`src/design/integer_pixel_replication_upscaler_assert.svh`:
```
// Assertion macros shared by the upscaler modules.
`ifndef INTEGER_PIXEL_REPLICATION_UPSCALER_ASSERT_SVH
`define INTEGER_PIXEL_REPLICATION_UPSCALER_ASSERT_SVH

`ifndef NO_ASSERTIONS
`define IPRU_ASSERT(label, clk, rst, prop) \
   label: assert property (@(posedge clk) disable iff (rst) prop) \
      else $error("upscaler assertion failed");
`define IPRU_ASSERT_NEXT(label, clk, rst, pre, post) \
   label: assert property (@(posedge clk) disable iff (rst) (pre) |=> (post)) \
      else $error("upscaler assertion failed");
`else
`define IPRU_ASSERT(label, clk, rst, prop)
`define IPRU_ASSERT_NEXT(label, clk, rst, pre, post)
`endif

`endif

```
`src/design/ipru_pkg.sv`:
```
package ipru_pkg;

   localparam int MAX_WIDTH_DEFAULT = 2048;
   localparam int WIDTH_LIMIT       = 4095;

   localparam int SCALE_BITS = 7;
   localparam int WIDTH_BITS = 12;
   localparam int ROWS_BITS  = 17;
   localparam int CSR_BITS   = 17;
   localparam int INDEX_BITS = 2;
   localparam int PIXEL_BITS = 24;

   localparam logic [SCALE_BITS-1:0] SCALE_MAX = 7'd64;
   localparam logic [ROWS_BITS-1:0]  ROWS_MAX  = 17'd65536;

   localparam logic [INDEX_BITS-1:0] CSR_SCALE_FACTOR = 2'd0;
   localparam logic [INDEX_BITS-1:0] CSR_ROW_WIDTH    = 2'd1;
   localparam logic [INDEX_BITS-1:0] CSR_ROW_TOTAL    = 2'd2;

   localparam logic MODE_PUSH = 1'b0;
   localparam logic MODE_PULL = 1'b1;

   localparam logic KIND_PIXEL = 1'b0;
   localparam logic KIND_PAD   = 1'b1;

   typedef struct packed {
      logic [SCALE_BITS-1:0] scale;
      logic [WIDTH_BITS-1:0] width;
      logic [ROWS_BITS-1:0]  rows;
   } cfg_type;

   typedef struct packed {
      logic valid;
      logic kind;
      logic eol;
      logic eof;
   } result_ctl_type;

endpackage

```
`src/design/ipru_ctrl.sv`:
```
`include "integer_pixel_replication_upscaler_assert.svh"

module ipru_ctrl #(
   parameter int  MAX_WIDTH = ipru_pkg::MAX_WIDTH_DEFAULT,
   localparam int DEPTH     = (MAX_WIDTH > ipru_pkg::WIDTH_LIMIT) ?
                              ipru_pkg::WIDTH_LIMIT : MAX_WIDTH,
   localparam int ADDR_BITS = (DEPTH > 1) ? $clog2(DEPTH) : 1
) (
   input  logic                     clock,
   input  logic                     reset,
   input  ipru_pkg::cfg_type        cfg,
   input  logic                     accept,
   input  logic                     mode,
   output logic                     wr_en,
   output logic [ADDR_BITS-1:0]     wr_addr,
   output logic                     rd_en,
   output logic [ADDR_BITS-1:0]     rd_addr,
   output ipru_pkg::result_ctl_type res
);
   import ipru_pkg::*;

   logic [WIDTH_BITS-1:0] stored_count_ff, stored_count_in;
   logic [WIDTH_BITS-1:0] read_column_ff, read_column_in;
   logic [SCALE_BITS-1:0] column_repeat_ff, column_repeat_in;
   logic [SCALE_BITS-1:0] row_repeat_ff, row_repeat_in;
   logic [1:0]            pad_left_ff, pad_left_in;
   logic [15:0]           row_index_ff, row_index_in;

   logic [SCALE_BITS-1:0] row_repeat_inc;
   logic [ROWS_BITS-1:0]  row_index_inc;
   logic [SCALE_BITS-1:0] column_repeat_inc;
   logic [WIDTH_BITS-1:0] read_column_inc;
   logic [1:0]            pad;
   logic                  last_row;
   logic                  finish;

   assign row_repeat_inc    = row_repeat_ff + SCALE_BITS'(1);
   assign row_index_inc     = {1'b0, row_index_ff} + ROWS_BITS'(1);
   assign column_repeat_inc = column_repeat_ff + SCALE_BITS'(1);
   assign read_column_inc   = read_column_ff + WIDTH_BITS'(1);
   assign pad               = cfg.width[1:0] * cfg.scale[1:0];
   assign last_row          = (row_repeat_inc >= cfg.scale) && (row_index_inc >= cfg.rows);
   assign wr_addr           = stored_count_ff[ADDR_BITS-1:0];
   assign rd_addr           = read_column_ff[ADDR_BITS-1:0];

   always_comb begin
      stored_count_in  = stored_count_ff;
      read_column_in   = read_column_ff;
      column_repeat_in = column_repeat_ff;
      row_repeat_in    = row_repeat_ff;
      pad_left_in      = pad_left_ff;
      row_index_in     = row_index_ff;
      res              = '0;
      wr_en            = 1'b0;
      rd_en            = 1'b0;
      finish           = 1'b0;
      if (accept) begin
         if (mode == MODE_PUSH) begin
            if (stored_count_ff < cfg.width) begin
               wr_en           = 1'b1;
               stored_count_in = stored_count_ff + WIDTH_BITS'(1);
            end
         end else if (pad_left_ff != 2'd0) begin
            res.valid   = 1'b1;
            res.kind    = KIND_PAD;
            pad_left_in = pad_left_ff - 2'd1;
            if (pad_left_ff == 2'd1) begin
               res.eol = 1'b1;
               res.eof = last_row;
               finish  = 1'b1;
            end
         end else if (read_column_ff >= cfg.width) begin
            finish = 1'b1;
         end else if (read_column_ff < stored_count_ff) begin
            res.valid = 1'b1;
            res.kind  = KIND_PIXEL;
            rd_en     = 1'b1;
            if (column_repeat_inc >= cfg.scale) begin
               column_repeat_in = '0;
               if (read_column_inc >= cfg.width) begin
                  read_column_in = '0;
                  if (pad != 2'd0) begin
                     pad_left_in = pad;
                  end else begin
                     res.eol = 1'b1;
                     res.eof = last_row;
                     finish  = 1'b1;
                  end
               end else begin
                  read_column_in = read_column_inc;
               end
            end else begin
               column_repeat_in = column_repeat_inc;
            end
         end
      end
      if (finish) begin
         read_column_in   = '0;
         column_repeat_in = '0;
         pad_left_in      = 2'd0;
         row_repeat_in    = row_repeat_inc;
         if (row_repeat_inc >= cfg.scale) begin
            row_repeat_in   = '0;
            stored_count_in = '0;
            if (row_index_inc >= cfg.rows) row_index_in = '0;
            else row_index_in = row_index_inc[15:0];
         end
      end
   end

   always_ff @(posedge clock) begin
      if (reset) begin
         stored_count_ff  <= '0;
         read_column_ff   <= '0;
         column_repeat_ff <= '0;
         row_repeat_ff    <= '0;
         pad_left_ff      <= 2'd0;
         row_index_ff     <= '0;
      end else begin
         stored_count_ff  <= stored_count_in;
         read_column_ff   <= read_column_in;
         column_repeat_ff <= column_repeat_in;
         row_repeat_ff    <= row_repeat_in;
         pad_left_ff      <= pad_left_in;
         row_index_ff     <= row_index_in;
      end
   end

   `IPRU_ASSERT(a_pad_at_row_start, clock, reset, (pad_left_ff != 2'd0) |-> (read_column_ff == '0))
   `IPRU_ASSERT(a_store_bound, clock, reset, stored_count_ff <= WIDTH_BITS'(DEPTH))
   `IPRU_ASSERT(a_repeat_bound, clock, reset, column_repeat_ff < SCALE_MAX)

endmodule

```
`config.mk`:
```
export PLATFORM = sky130hd
export DESIGN_NAME = ipru_ctrl
export DESIGN_NICKNAME = d
export VERILOG_FILES = /design/src/design/ipru_pkg.sv /design/src/design/ipru_ctrl.sv
export VERILOG_INCLUDE_DIRS = /design/src /design/src/design
export SDC_FILE = /design/constraint.sdc
export NUM_CORES = 1
export LEC_CHECK = 0
export ABC_AREA = 0
export BUFFER_PORTS_ARGS = -buffer_cell sky130_fd_sc_hd__clkbuf_2
export CAP_MARGIN = 30
export CORE_ASPECT_RATIO = 0.5
export CORE_MARGIN = 1
export CORE_UTILIZATION = 53
export CTS_CLUSTER_SIZE = 24
export DETAILED_ROUTE_END_ITERATION = 7
export PLACE_DENSITY = 0.84
export SLEW_MARGIN = 20
export SYNTH_ARGS = -nofsm -noshare
export SYNTH_HDL_FRONTEND = slang
export SYNTH_SLANG_ARGS = --single-unit
```
`constraint.sdc`:
```
create_clock -name clock -period 3.5 [get_ports clock]
set_clock_uncertainty 0.15 [all_clocks]
set_input_delay 0.175 -clock clock [delete_from_list [all_inputs] [get_ports clock]]
set_output_delay 0.175 -clock clock [all_outputs]
set_load 0.02 [all_outputs]
```
==> metrics.yaml <==
clkTransAtPathRegs_ns: 0.08
critPathRequiredTime_ns: 3.17
min_period_ns: 3.57
ys_types: 50
fp.dieH_microns: 70.7
routed_wl_microns: 13100
cp_max_fo: 4
critical_path_arrival_ns: 3.25
critPathBufInv: 2
final_core_util: 0.681
crit_path_end_kind: "output pin"
synth_seq_cells: 56
gp_congestion: 0.914
pre_cts_ws_ns: -0.105
fillers: 712
yosysWarningCount: 0
syn_to_final_growth_pct: 21.5
clock.fmax_ghz: 0.280
hold_end: "pad_left_ff[0]$_SDFFE_PP0P_"
async_flop_share: 0
critPathMaxStageDelay_ns: 0.38
htree_num_levels: 2
grt_max_degree: 25
cts_buffers: 5
relSlewSlack: 0.635
drc: 0
gr-total-overflow: 0
stdcell_area_sq_um: 6080
grt_pass1_wl_microns: 19900
synth.avg_cell_area_sq_um: 7.82
num-nets-final: 849
first_global_vias: 4427
dp_hpwl_microns: 9300
worst_path_max_delay_cell: "dfxtp_4"
path_class: "reg2out"
fin_cells: 844
rows: 24
status: "finished with violations"
synth_edf_count: 0
coreArea_sq_um: 8920
crit-reg2reg-launch: "read_column_ff[0]$_SDFFE_PP0P_"
tightestPinTransition_ns: 0.534
antenna_found_initial: 0
critPathTopFamily: "simple AND/OR/NAND/NOR gates"
wire_per_inst_microns: 15.5
hp-start: "cfg[29]"
r2r_cells: 16
root_buffer: "clkbuf_16"
reg2reg_to: "row_index_ff[13]$_SDFFE_PP0P_"
maxCapViolations: 0
clock_sinks: 56
synth_top_area_frac: 0.224
worst_slack_ns: -0.0710
final.period_utilization: 1.02
worstSkewPairLatency_ns: 0.30
track_usage: 0.247
synth_largest_area_cell: "dfxtp_1"
io_pins: 68
violations: "setup timing"
hp-class: "in2reg"
netlist_area_sq_um: 5000
crit_path_start_kind: "flip-flop"
slew_violations: 0
ctsLongestPathBuffers: 2
initial_core_util: 0.561
ff2ff_setup_slack_ns: -0.02
syn_nets: 762
irDropWorstVdd_mv: 0.196
holdWs_ns: 0.222
p_leak_nw: 3.04
drt-initial-drc-count: 347
drive_gt1_frac: 0.249
min_path_cells: 5
antenna_cells: 0
viasPerCell: 5.75
vias: 4854
die_w_microns: 139
rsz0062_at_grt: "true"
cts_tree: "done"
drtPass1Iterations: 5
finalPower_mw: 1.33
ys_seq_area_frac: 0.224
finalSetupViolCount: 2
path_cells: "ha_4, and3_4, nand2_4, nor2_4, buf_6, nand3_4, xnor2_4, ha_4, nand4_1, or3_4, a21oi_2, o311a_1, or2_4, and3_4, buf_8"
ys.flop_type: "dfxtp_1"
setup_tns_ns: -0.0898
netlist_instances: 640
fp.dieArea_sq_um: 9860
dp.cells: 818
ant_nets: 0
power.density_nw_per_um2: 219
placement.io_buffers: 67
hold_violations: 0
ys_top_cells_by_area: "dfxtp_1 22%, ha_1 21%, a21oi_1 6.0%, xnor2_1 4.4%, inv_1 3.9%"
place_area_sq_um: 5560
## how the worst max path moves through the flow
| stage | from | endpoint | cells after the start |
|---|---|---|---|
| 2_1_floorplan | row_index_ff[0]$_SDFFE_PP0P_ | row_index_ff[2]$_SDFFE_PP0P_ | 16 |
| 5_1_grt | row_index_ff[0]$_SDFFE_PP0P_ | res[0] | 15 |
| 3_3_place_gp | row_index_ff[0]$_SDFFE_PP0P_ | row_index_ff[2]$_SDFFE_PP0P_ | 16 |
| 3_5_place_dp | row_index_ff[0]$_SDFFE_PP0P_ | row_index_ff[2]$_SDFFE_PP0P_ | 16 |
| 6_report | row_index_ff[0]$_SDFFE_PP0P_ | res[0] | 15 |
| 4_1_cts | read_column_ff[0]$_SDFFE_PP0P_ | res[0] | 15 |
## power breakdown
part | internal [mW] | leakage (nW) | switching (mW)
clock | 0.262 | 0.0667 | 0.243
sequential | 0.638 | 0.456 | 0.00699
combinational | 0.0686 | 2.51 | 0.110
## Yosys cell counts (all sizes together) (2+ instances only)
| cell | number |
|---|---|
| nand4 | 7 |
| nor2b | 5 |
| and3 | 20 |
| nor4 | 7 |
| nand3 | 36 |
| nor3 | 12 |
| nand2b | 7 |
| inv | 52 |
| a32o | 4 |
| a211o | 4 |
| o21a | 4 |
| buf | 24 |
| xor2 | 20 |
| a21o | 11 |
| nor2 | 52 |
| dfxtp | 56 |
| a21oi | 60 |
| or3 | 3 |
| xnor2 | 25 |
| a31oi | 4 |
| o21ai | 28 |
| nor3b | 4 |
| nand3b | 13 |
| nand4b | 2 |
| and4 | 2 |
| ha | 82 |
| o21bai | 2 |
| or2 | 3 |
| nand2 | 52 |
| o211ai | 3 |
| mux2i | 6 |
| clkbuf | 15 |
## what timing repair did
action,in CTS,in global routing
pin swaps,8,18
buffers inserted,6,14
hold buffers,0,0
setup endpoints to repair,24,57
gates resized for setup,16,46
cloned,0,0
## worst min-delay path, cell delays in order
cell and delay (ns):
clkbuf_2 0.15, a21oi_1 0.08, nor2_1 0.08, mux2i_1 0.07
nor2_1 0.08
## placed cells by master, fill, tap and decap left out, types with 11 or more instances in the layout
master,n
xnor2_1,20
a21o_1,11
nand3_1,30
dfxtp_1,49
nor2_1,49
ha_1,78
nand2_1,50
o21ai_0,22
inv_1,52
nand3b_1,13
clkbuf_2,65
nor3_1,11
a21oi_1,56
xor2_1,19
buf_4,50
## cells by family (layout without fill, tap and decap cells)
logic type / Yosys count / in the layout / share of synthesized area
XOR/XNOR: 45 / 45 / 0.0788
flip-flops: 56 / 56 / 0.224
buffers and inverters: 91 / 178 / 0.0853
AND/OR/NAND/NOR: 228 / 228 / 0.232
multiplexers: 6 / 6 / 0.0120
AO/OA/AOI/OAI: 132 / 132 / 0.163
adder cells (fa/ha/maj): 82 / 82 / 0.205
## routing by layer
| layer | vias up | GRT usage | part of all wire |
|---|---|---|---|
| li1 | 2418 | - | - |
| met1 | 2249 | 0.316 | 0.45 |
| met2 | 166 | 0.422 | 0.48 |
| met3 | 21 | 0.0474 | 0.052 |
| met4 | 0 | 0.0840 | 0.018 |
| met5 | - | 0 | 0 |
## layout make-up
class,instances,area (sq um),share of cell area
inverters,52,195,0.0321
multi-input cells,493,3710,0.611
flip-flops and latches,56,1140,0.187
well taps,117,146,0.0241
clock buffers,6,129,0.0212
repair buffers,119,749,0.123
clock inverters,1,5.00,0.000824
## sequential cells by signal (all words and copies together) (netlist names)
name              cells
row_repeat_ff         7
row_index_ff         16
pad_left_ff           2
column_repeat_ff      7
read_column_ff       12
stored_count_ff      12
No activity file was read; power rests on OpenSTA's default activity.
