===== src/design/integer_pixel_replication_upscaler_assert.svh =====
// Assertion macros shared by the upscaler modules.
`ifndef INTEGER_PIXEL_REPLICATION_UPSCALER_ASSERT_SVH
`define INTEGER_PIXEL_REPLICATION_UPSCALER_ASSERT_SVH

`ifndef NO_ASSERTIONS
`define IPRU_ASSERT(label, clk, rst, prop) \
   label: assert property (@(posedge clk) disable iff (rst) prop) \
      else $error("upscaler assertion failed");
`define IPRU_ASSERT_NEXT(label, clk, rst, pre, post) \
   label: assert property (@(posedge clk) disable iff (rst) (pre) |=> (post)) \
      else $error("upscaler assertion failed");
`else
`define IPRU_ASSERT(label, clk, rst, prop)
`define IPRU_ASSERT_NEXT(label, clk, rst, pre, post)
`endif

`endif


===== src/design/ipru_pkg.sv =====
package ipru_pkg;

   localparam int MAX_WIDTH_DEFAULT = 2048;
   localparam int WIDTH_LIMIT       = 4095;

   localparam int SCALE_BITS = 7;
   localparam int WIDTH_BITS = 12;
   localparam int ROWS_BITS  = 17;
   localparam int CSR_BITS   = 17;
   localparam int INDEX_BITS = 2;
   localparam int PIXEL_BITS = 24;

   localparam logic [SCALE_BITS-1:0] SCALE_MAX = 7'd64;
   localparam logic [ROWS_BITS-1:0]  ROWS_MAX  = 17'd65536;

   localparam logic [INDEX_BITS-1:0] CSR_SCALE_FACTOR = 2'd0;
   localparam logic [INDEX_BITS-1:0] CSR_ROW_WIDTH    = 2'd1;
   localparam logic [INDEX_BITS-1:0] CSR_ROW_TOTAL    = 2'd2;

   localparam logic MODE_PUSH = 1'b0;
   localparam logic MODE_PULL = 1'b1;

   localparam logic KIND_PIXEL = 1'b0;
   localparam logic KIND_PAD   = 1'b1;

   typedef struct packed {
      logic [SCALE_BITS-1:0] scale;
      logic [WIDTH_BITS-1:0] width;
      logic [ROWS_BITS-1:0]  rows;
   } cfg_type;

   typedef struct packed {
      logic valid;
      logic kind;
      logic eol;
      logic eof;
   } result_ctl_type;

endpackage


===== src/design/ipru_csr.sv =====
module ipru_csr #(
   parameter int MAX_WIDTH = ipru_pkg::MAX_WIDTH_DEFAULT
) (
   input  logic                            clock,
   input  logic                            reset,
   input  logic                            csr_valid,
   output logic                            csr_ready,
   input  logic [ipru_pkg::INDEX_BITS-1:0] csr_index,
   input  logic [ipru_pkg::CSR_BITS-1:0]   csr_data,
   output ipru_pkg::cfg_type               cfg
);
   import ipru_pkg::*;

   localparam int DEPTH = (MAX_WIDTH > WIDTH_LIMIT) ? WIDTH_LIMIT : MAX_WIDTH;
   localparam logic [WIDTH_BITS-1:0] DEPTH_W = WIDTH_BITS'(DEPTH);

   logic [SCALE_BITS-1:0] scale_ff;
   logic [WIDTH_BITS-1:0] width_ff;
   logic [ROWS_BITS-1:0]  rows_ff;
   logic                  write;

   assign csr_ready = 1'b1;
   assign write     = csr_valid && csr_ready;

   always_ff @(posedge clock) begin
      if (reset) begin
         scale_ff <= SCALE_BITS'(1);
         width_ff <= WIDTH_BITS'(1);
         rows_ff  <= ROWS_BITS'(1);
      end else if (write) begin
         case (csr_index)
            CSR_SCALE_FACTOR: scale_ff <= csr_data[SCALE_BITS-1:0];
            CSR_ROW_WIDTH:    width_ff <= csr_data[WIDTH_BITS-1:0];
            CSR_ROW_TOTAL:    rows_ff  <= csr_data[ROWS_BITS-1:0];
            default: begin
            end
         endcase
      end
   end

   always_comb begin
      cfg = '0;
      if (scale_ff == '0) cfg.scale = SCALE_BITS'(1);
      else if (scale_ff > SCALE_MAX) cfg.scale = SCALE_MAX;
      else cfg.scale = scale_ff;
      if (width_ff == '0) cfg.width = WIDTH_BITS'(1);
      else if (width_ff > DEPTH_W) cfg.width = DEPTH_W;
      else cfg.width = width_ff;
      if (rows_ff == '0) cfg.rows = ROWS_BITS'(1);
      else if (rows_ff > ROWS_MAX) cfg.rows = ROWS_MAX;
      else cfg.rows = rows_ff;
   end

endmodule


===== config.mk =====
export PLATFORM = sky130hd
export DESIGN_NAME = ipru_csr
export DESIGN_NICKNAME = d
export VERILOG_FILES = /design/src/design/integer_pixel_replication_upscaler_assert.svh /design/src/design/ipru_pkg.sv /design/src/design/ipru_csr.sv
export SDC_FILE = /design/constraint.sdc
export NUM_CORES = 1
export LEC_CHECK = 0
export BUFFER_PORTS_ARGS = -buffer_cell sky130_fd_sc_hd__buf_2
export CAP_MARGIN = 20
export CORE_ASPECT_RATIO = 0.75
export CORE_MARGIN = 3
export CORE_UTILIZATION = 39
export DETAILED_ROUTE_END_ITERATION = 10
export PLACE_DENSITY = 0.67
export SLEW_MARGIN = 0
export SYNTH_ARGS = -nofsm -noshare
export SYNTH_HDL_FRONTEND = slang
export SYNTH_SLANG_ARGS = --single-unit

===== constraint.sdc =====
create_clock -name clock -period 1.5 [get_ports clock]
set_clock_uncertainty 0.2 [all_clocks]
set_input_delay 0.3 -clock clock [delete_from_list [all_inputs] [get_ports clock]]
set_output_delay 0.3 -clock clock [all_outputs]
set_load 0.01 [all_outputs]

==> results of run 1 <==
==> per-stage QoR <==
step           instances  power, W  setup TNS, ns
6_report             339   0.00205          -6.21
5_1_grt              339   0.00216          -8.09
4_1_cts              336   0.00205          -6.61
3_5_place_dp         324   0.00133          -2.87
3_3_place_gp         324   0.00132          -2.61
2_1_floorplan        205   0.00120         -0.902
==> layout make-up <==
class	instances	share of cell area [%]
multi-input combinational	152	38.0
tap	55	2.76
inverter	2	0.301
sequential	36	30.1
clock buffer	6	3.31
timing repair buffer	86	25.1
clock inverter	2	0.402
==> power groups by stage <==
stage               sequential (W)  combinational (W)  clock (W)
floorplan                  0.00104           0.000163          0
global placement           0.00104           0.000282          0
finish                     0.00103           0.000322   0.000705
global route               0.00103           0.000354   0.000773
detailed placement         0.00104           0.000285          0
CTS                        0.00103           0.000301   0.000726
==> state kept, by name (all words and copies together), names as in the netlist <==
register,cells
rows_ff,17
width_ff,12
scale_ff,7
==> Yosys cell counts, types with 3 or more instances <==
master	instances	share of area, %
a21oi_1	29	8.6
buf_2	3	0.89
buf_4	3	1.3
clkbuf_1	8	1.8
dfxtp_1	36	43
mux2i_1	6	3.6
nand2_1	56	13
nor2_1	11	2.5
nor2b_1	30	11
nor4_4	4	5.1
==> path summary, 6_finish.rpt <==
| path | endpoint | slack (ns) | cells past startpoint |
|---|---|---|---|
| max | cfg[8] | -0.56 | 4 |
| min | rows_ff[16]$_SDFFE_PP0P_ | 0.03 | 3 |
| max reg2reg | rows_ff[0]$_SDFFE_PP1P_ | 0.46 | 3 |
| min reg2reg | rows_ff[11]$_SDFFE_PP0P_ | 0.28 | 2 |
==> worst reg2reg max path, cell delays in order (launching register included) <==
cell and delay (ns):
dfxtp_1 0.34, inv_1 0.09, nor2_1 0.05, a211o_1 0.25
==> cell usage in the layout (no fill, tap or decap), types with 4 or more instances in the layout <==
cell type and instances:
nand2_1 56, buf_2 50, a21oi_1 28, nor2b_1 23, buf_6 19, dfxtp_2 18
dfxtp_1 16, buf_4 14, nor2_1 11, nor2b_4 7, mux2i_1 6, clkbuf_8 6
nor4_4 4
==> layer usage <==
layer	part of all wire, %	up-vias	track usage [%]
li1	-	828	-
met1	51	732	24.8
met2	41	57	24.8
met3	6.9	7	5.48
met4	1.5	0	6.43
met5	0	-	0
==> logic make-up (layout without fill, tap and decap cells) <==
| group | count (synthesis) | count (layout) | synth area share (%) |
|---|---|---|---|
| and+or+nand+nor | 112 | 112 | 36.5 |
| DFF | 36 | 36 | 42.9 |
| AOI/OAI and AO/OA | 33 | 33 | 11.7 |
| buffers and inverters | 17 | 96 | 5.14 |
| muxes | 6 | 6 | 3.57 |
| other | 1 | 1 | 0.223 |
==> what timing repair did <==
item                                    in CTS  in global routing
setup buffers                                4                  6
endpoints found under the setup margin      29                 33
resized for setup                           25                 32
pin swaps                                    9                  3
==> results.cfg, run 1 <==
[routing]
drt_pre_antenna_iters = 4
routed_via_density = 4.79
drc_errors = 0
ant_nets = 0
totalWireLength_mm = 4.35
drt_iter0_drc = 85
vias = 1624
wl_per_cell_microns = 12.8

[setup_path]
worstPathCellList = nor4_4, a41oi_4, nor2b_1, buf_2
startpoint_type = register
max_stage_delay_ns = 0.36
r2r-start = rows_ff[0]$_SDFFE_PP1P_
cp.required_ns = 1.00
cp_num_buf_inv = 1
cp_top_family = simple AND/OR/NAND/NOR gates
worstSetupStartpoint = rows_ff[11]$_SDFFE_PP0P_
cp-end-kind = output pin
arrival_ns = 1.56
path_max_fanout = 10
crit_path_top_delay_cell = nor4_4
path_class = register to output pin

[place]
place_ws_ns = -0.287
place_area_sq_um = 2150
dp_hpwl_mm = 3.15
gp_routability_congestion = 0.753
port-buffer-count = 57

[floorplan]
ios = 59
dieArea_sq_um = 5140
die_y_microns = 62.8
dieWidth_microns = 81.8
core_area_sq_um = 4100
start_util_pct = 40.9
rows = 20

[grt]
gr-usage-all-layers_pct = 17.6
grt_max_degree = 37
grt_pass1_vias = 1555
antenna_found_initial = 0
overflow = 0
grt_first_pass_wirelength_mm = 6.98

[power_and_ir_drop]
pwr-share-seq_pct = 50.0
power_frac_clock_pct = 34.4
switching_share_pct = 25.7
p_int_w = 0.00152
p_leak_nw = 1.12
p_comb_share_pct = 15.7
power_density_nw_per_um2 = 824
power.switching_w = 0.000527
peakVddDrop_v = 0.000457

[sta]
period_minus_slack_ns = 2.06
finalHoldViolCount = 0
rsz0062_at_grt = yes
hold-worst-slack_ns = 0.0332
finalCritPeriodShare_pct = 137
fmax_ghz = 0.486
finalSetupViolCount = 18
setup_ws_ns = -0.558
slew_violations = 0

[synth]
synth_nets = 227
async_reset_ff_share_pct = 0
synth_ff_type = dfxtp_1
synthCells = 205
synth_edf_count = 0
ys_seq_area_share_pct = 42.9
netlist_area_sq_um = 1680
syn_area_per_cell_sq_um = 8.20
ys_ff_latch = 36
synth_cell_types = 24
ys_warn_count = 0

[cts]
cts_buffers = 5
cts_buffer_depth = 2
ctsHoldBuffers = 0
cts_tree = yes
clkSinkCount = 36
insertion_delay_ns = 0.28
cts-root-buf = clkbuf_8
clkTransAtPathRegs_ns = 0.07
h-tree-depth = 2

[layout]
n_fill_cell = 373
final_area_sq_um = 2490
area_delta_synth_final_pct = 48.3
regArea_sq_um = 751
drive_gt1_share_pct = 46.8
post-route-util_pct = 60.7
multi_input_area_sq_um = 947
antennaDiodeCount = 0
nNetsFinal = 305

[min_path]
min_from = csr_data[16]
hold_class = primary input to register

[status]
violations = negative setup slack
status = finished with violations

[run]
maxCapViolCount = 0
Note: power is estimated with default switching activity, not from simulation.
==> run 2: changes to the inputs <==
--- a/config.mk
+++ b/config.mk
@@ -7,11 +7,14 @@
 export LEC_CHECK = 0
 export BUFFER_PORTS_ARGS = -buffer_cell sky130_fd_sc_hd__buf_2
 export CAP_MARGIN = 20
+export CELL_PAD_IN_SITES_DETAIL_PLACEMENT = 1
+export CELL_PAD_IN_SITES_GLOBAL_PLACEMENT = 2
 export CORE_ASPECT_RATIO = 0.75
 export CORE_MARGIN = 3
-export CORE_UTILIZATION = 39
+export CORE_UTILIZATION = 25
 export DETAILED_ROUTE_END_ITERATION = 10
-export PLACE_DENSITY = 0.67
+export GPL_TIMING_DRIVEN = 0
+export PLACE_DENSITY_LB_ADDON = 0.1
 export SLEW_MARGIN = 0
 export SYNTH_ARGS = -nofsm -noshare
 export SYNTH_HDL_FRONTEND = slang
==> run 2 against run 1 <==
  * The run still ends with negative setup slack left
  * Non-clock buffer count is 5 lower
  * Sequential cell count is the same
  * Register-to-register slack worse by 0.06 ns
  * Setup slack better by 0.012 ns
  * Die area up 51%
  * Power is 12% higher
  * Maximum frequency grew 0.59%
  * Combinational power hardly changed
  * First-iteration DRC count fell by 42%
  * Critical endpoint is now cfg[5]
==> results.cfg, run 2 (synthesis gave the netlist of run 1 again) <==
[grt]
grt_pass1_vias = 1594
overflow = 0
grt_max_degree = 12
antenna_found_initial = 0
gr-usage-all-layers_pct = 14.0
grt_first_pass_wirelength_mm = 8.38

[min_path]
whs_path_depth = 3
min_to = rows_ff[15]$_SDFFE_PP0P_
hold_class = primary input to register
min_from = csr_data[15]

[sta]
rsz0062_at_grt = yes
slew_violations = 0
fmax_ghz = 0.489
setup_ws_ns = -0.545
period_minus_slack_ns = 2.05
finalCritPeriodShare_pct = 136
finalSetupViolCount = 19
finalHoldViolCount = 0
worstMarginPinSlew_ns = 0.552
slew_headroom_pct = 63.2
setup_tns_ns = -6.14

[layout]
top_register = rows_ff
final_common_cell = buf_2
largest_reg_flops = 17
final_cell_mix = buf_2 (59), nand2_1 (56), nor2b_1 (27), a21oi_1 (27), dfxtp_1 (18)
antennaDiodeCount = 0
drive_gt1_share_pct = 41.8
nNetsFinal = 301
area_delta_synth_final_pct = 42.9
top_regs = rows_ff (17), width_ff (12), scale_ff (7)
n_fill_cell = 775
final_cells = 361

[floorplan]
core_area_sq_um = 6410
start_util_pct = 26.2
die_y_microns = 77
ios = 59
rows = 25
dieWidth_microns = 101
dieArea_sq_um = 7750

[run]
maxCapViolCount = 0

[cts]
h-tree-depth = 2
cts-root-buf = clkbuf_8
insertion_delay_ns = 0.29
cts_buffers = 5
cts_buffer_depth = 2
clkTransAtPathRegs_ns = 0.08
cts_tree = yes
ctsHoldBuffers = 0
clkSinkCount = 36

[routing]
routed_via_density = 4.42
totalWireLength_mm = 5.26
drt_pre_antenna_iters = 4
vias = 1595
drc_errors = 0
drt_iter0_drc = 49
wl_per_cell_microns = 14.6
ant_nets = 0

[setup_path]
path_max_fanout = 5
cp.required_ns = 1.00
rr_endpoint = width_ff[11]$_SDFFE_PP0P_
r2r-start = width_ff[11]$_SDFFE_PP0P_
rrSetupSlack_ns = 0.40
reg2regPathDepth = 4
path_class = register to output pin
cp-end-kind = output pin
startpoint_type = register
arrival_ns = 1.55

[place]
gp_routability_congestion = 0.744
port-buffer-count = 56
dp_hpwl_mm = 3.76
dp.cells = 342

[power_and_ir_drop]
p_leak_nw = 1.05
power_density_nw_per_um2 = 958
peakVddDrop_v = 0.000296

[status]
violations = negative setup slack
status = finished with violations
## run 2: changes by cell type in the layout (fill, tap and decap cells not counted), sizes merged
| cell | previous run | this run |
|---|---|---|
| clkbuf | 6 | 14 |
| clkinv | 2 | 0 |
| a41oi | 1 | 2 |
| buf | 86 | 74 |
| bufinv | 0 | 1 |
## run 2: worst max path at each step
stage               depth (start not counted)                      from      end
global placement                            4   rows_ff[8]$_SDFFE_PP0P_   cfg[6]
finish                                      5   rows_ff[1]$_SDFFE_PP0P_   cfg[5]
global route                                5   rows_ff[1]$_SDFFE_PP0P_  cfg[10]
detailed placement                          4   rows_ff[8]$_SDFFE_PP0P_   cfg[6]
floorplan                                   3  rows_ff[11]$_SDFFE_PP0P_  cfg[10]
CTS                                         5   rows_ff[1]$_SDFFE_PP0P_   cfg[6]
## run 2: repair_timing
item | in CTS | in global routing
gates resized for setup | 22 | 17
setup buffers | 9 | 0
pin swaps | 12 | 4
setup endpoints to repair | 33 | 28
hold endpoints to repair | 0 | 0
gates cloned | 2 | 0
## run 2: final cells by class
class                           count  area [sq um]  share of cell area, %
Multi-Input combinational cell    153           948                   39.5
Sequential cell                    36           753                   31.4
Timing Repair Buffer               66           374                   15.6
Tap cell                           81           101                   4.22
Clock buffer                        7          96.3                   4.01
Buffer                             15          90.1                   3.75
Clock inverter                      1          30.0                   1.25
Inverter                            2          7.51                  0.313
## run 2: metrics by stage
step | setup WS, ns | total power [W] | hold WS [ns] | area, sq um | utilization [%]
2_1_floorplan | -0.0948 | 0.00120 | 0.218 | 1690 | -
3_3_place_gp | -0.368 | 0.00132 | 0.264 | 2070 | 32.3
3_5_place_dp | -0.366 | 0.00132 | 0.269 | 2070 | 32.3
4_1_cts | -0.566 | 0.00232 | 0.0285 | 2360 | 36.7
5_1_grt | -0.646 | 0.00241 | 0.0195 | 2400 | 37.4
6_report | -0.545 | 0.00230 | 0.0318 | 2400 | 37.4
## run 2: routing by layer
metal	GRT usage (%)	wire length (microns)	part of all wire, %	vias up
met5	0	0	0	-
met2	18.8	2150	41	43
met4	4.44	68	1.3	0
met3	3.27	247	4.7	7
li1	-	-	-	818
met1	21.7	2800	53	727
## run 2: worst max-delay path: stages (launching register included)
cell     delay (ns)
dfxtp_2        0.35
nor4_4         0.28
buf_6          0.16
a41oi_4        0.17
nor2b_1        0.15
buf_2          0.14
## run 2: report_power, final
part | leakage, nW | switching, W | internal [W]
sequential | 0.302 | 0.0000390 | 0.000987
clock | 0.0645 | 0.000369 | 0.000587
combinational | 0.688 | 0.000166 | 0.000153
total | 1.05 | 0.000574 | 0.00173
==> run 3: changes to the inputs <==
--- a/config.mk
+++ b/config.mk
@@ -6,7 +6,7 @@
 export NUM_CORES = 1
 export LEC_CHECK = 0
 export BUFFER_PORTS_ARGS = -buffer_cell sky130_fd_sc_hd__buf_2
-export CAP_MARGIN = 20
+export CAP_MARGIN = 25
 export CELL_PAD_IN_SITES_DETAIL_PLACEMENT = 1
 export CELL_PAD_IN_SITES_GLOBAL_PLACEMENT = 2
 export CORE_ASPECT_RATIO = 0.75
@@ -15,7 +15,7 @@
 export DETAILED_ROUTE_END_ITERATION = 10
 export GPL_TIMING_DRIVEN = 0
 export PLACE_DENSITY_LB_ADDON = 0.1
-export SLEW_MARGIN = 0
 export SYNTH_ARGS = -nofsm -noshare
 export SYNTH_HDL_FRONTEND = slang
 export SYNTH_SLANG_ARGS = --single-unit
+export TNS_END_PERCENT = 1
==> run 3 against run 2 <==
  * The flow still finishes with violations (negative setup slack)
  * Die area did not move
  * Utilization fell by 1.5 points
  * Power down 11%
  * Critical path type unchanged
  * Global-route usage shrank 0.63 points
  * Largest cell class unchanged
  * Critical endpoint is now cfg[6]
  * Clock power shrank 25%
==> results.cfg, run 3 (synthesis gave the netlist of run 1 again) <==
[floorplan]
core_area_sq_um = 6410
start_util_pct = 26.2
rows = 25
dieWidth_microns = 101
die_y_microns = 77
dieArea_sq_um = 7750
ios = 59

[grt]
gr-usage-all-layers_pct = 13.4
overflow = 0
antenna_found_initial = 0
grt_first_pass_wirelength_mm = 8.10
grt_max_degree = 11
grt_pass1_vias = 1549

[routing]
drt_iter0_drc = 45
routed.top_layer = met4
vias = 1591
wl_per_cell_microns = 14.4
wl_met3_microns = 292
totalWireLength_mm = 5.16
route.layer.met1.wl_mm = 2.76
routed_via_density = 4.46
drc_errors = 0
drt_pre_antenna_iters = 4
dr_wl_met2_mm = 2.07
ant_nets = 0

[cts]
clkSinkCount = 36
insertion_delay_ns = 0.28
cts_buffer_depth = 2
clkTransAtPathRegs_ns = 0.08
cts_buffers = 5
h-tree-depth = 2
cts_tree = yes
ctsHoldBuffers = 0
cts-root-buf = clkbuf_8

[min_path]
hold_class = primary input to register

[sta]
slew_violations = 0
finalSetupViolCount = 21
worstMarginPinSlew_ns = 0.526
rsz0062_at_grt = yes
finalCritPeriodShare_pct = 135
setup_ws_ns = -0.530
fmax_ghz = 0.493
period_minus_slack_ns = 2.03
slew_headroom_pct = 64.9
finalHoldViolCount = 0
hold-worst-slack_ns = 0.0427

[layout]
largest_reg_flops = 17
final_cell_mix = buf_2 (59), nand2_1 (56), a21oi_1 (29)
final_common_cell = buf_2
top_regs = rows_ff (17), width_ff (12), scale_ff (7)
top_register = rows_ff
nNetsFinal = 297
area_delta_synth_final_pct = 37.2
drive_gt1_share_pct = 38.8
antennaDiodeCount = 0
final_area_sq_um = 2310

[place]
place_area_sq_um = 2060
gp_routability_congestion = 0.738
dp_hpwl_mm = 3.78
port-buffer-count = 56

[setup_path]
cp-end-kind = output pin
max_stage_delay_ns = 0.35
path_class = register to output pin
cp.required_ns = 1.00
arrival_ns = 1.53
startpoint_type = register
path_max_fanout = 5
worstPathCellList = nor4_4, buf_6, a41oi_4, nor2b_1, buf_2
crit_path_top_delay_cell = dfxtp_2

[status]
status = finished with violations
violations = negative setup slack

[power_and_ir_drop]
peakVddDrop_v = 0.000319
p_leak_nw = 1.01
power_density_nw_per_um2 = 892

[run]
maxCapViolCount = 0
==> run 3: cell types whose count changed in the layout (fill, tap and decap cells not counted), sizes merged <==
cell,delta
clkbuf,+2
buf,-5
bufinv,-1
==> run 3: metrics by stage <==
step	util (%)	TNS (ns)	setup slack [ns]	std cells	power [W]
after floorplan	-	-1.01	-0.103	205	0.00120
after global placement	32.2	-5.20	-0.366	342	0.00131
after detailed placement	32.2	-5.21	-0.372	342	0.00131
after CTS	35.6	-6.50	-0.564	357	0.00209
after global routing	36.0	-8.06	-0.657	357	0.00217
final	36.0	-6.02	-0.530	357	0.00206
==> run 3: area by class of cell <==
class | instances | area, sq um
Sequential cell | 36 | 749
Buffer | 15 | 88.8
Clock buffer | 8 | 90.1
Multi-Input combinational cell | 153 | 932
Tap cell | 81 | 101
Inverter | 2 | 7.51
Timing Repair Buffer | 62 | 337
Fill cell | 787 | 4110
==> run 3: layer usage <==
layer	GRT usage, %	vias to the layer above
met5	0	-
met4	3.63	0
met3	3.55	4
met2	17.9	39
met1	20.7	737
li1	-	811
==> run 3: final timing paths <==
check,startpoint,endpoint,slack [ns],depth (start not counted)
worst min-delay path,csr_data[16],rows_ff[16]$_SDFFE_PP0P_,0.04,3
worst min register to register,width_ff[3]$_SDFFE_PP0P_,width_ff[3]$_SDFFE_PP0P_,0.27,2
worst max register to register,rows_ff[0]$_SDFFE_PP1P_,rows_ff[0]$_SDFFE_PP1P_,0.46,3
worst max-delay path,rows_ff[8]$_SDFFE_PP0P_,cfg[6],-0.53,5
==> run 3: timing repair <==
action                                  4_1_cts  5_1_grt
gates resized for setup                      21       12
cloned                                        1        0
hold endpoints to repair                      0        0
pin swaps                                    10        6
endpoints found under the setup margin       33       26
buffers inserted                              6        0
==> run 3: report_power, final <==
part	internal (W)	total, W	switching (W)
registers	0.000988	0.00103	0.0000371
logic	0.000149	0.000312	0.000163
clock network	0.000375	0.000719	0.000344
==> run 3: critical path: cells and delay by family (launching register included) <==
family | cells | cell delay [ns]
AND/OR/NAND/NOR | 2 | 0.43
flip-flops | 1 | 0.35
AO/OA/AOI/OAI | 1 | 0.16
buffers and inverters | 2 | 0.31
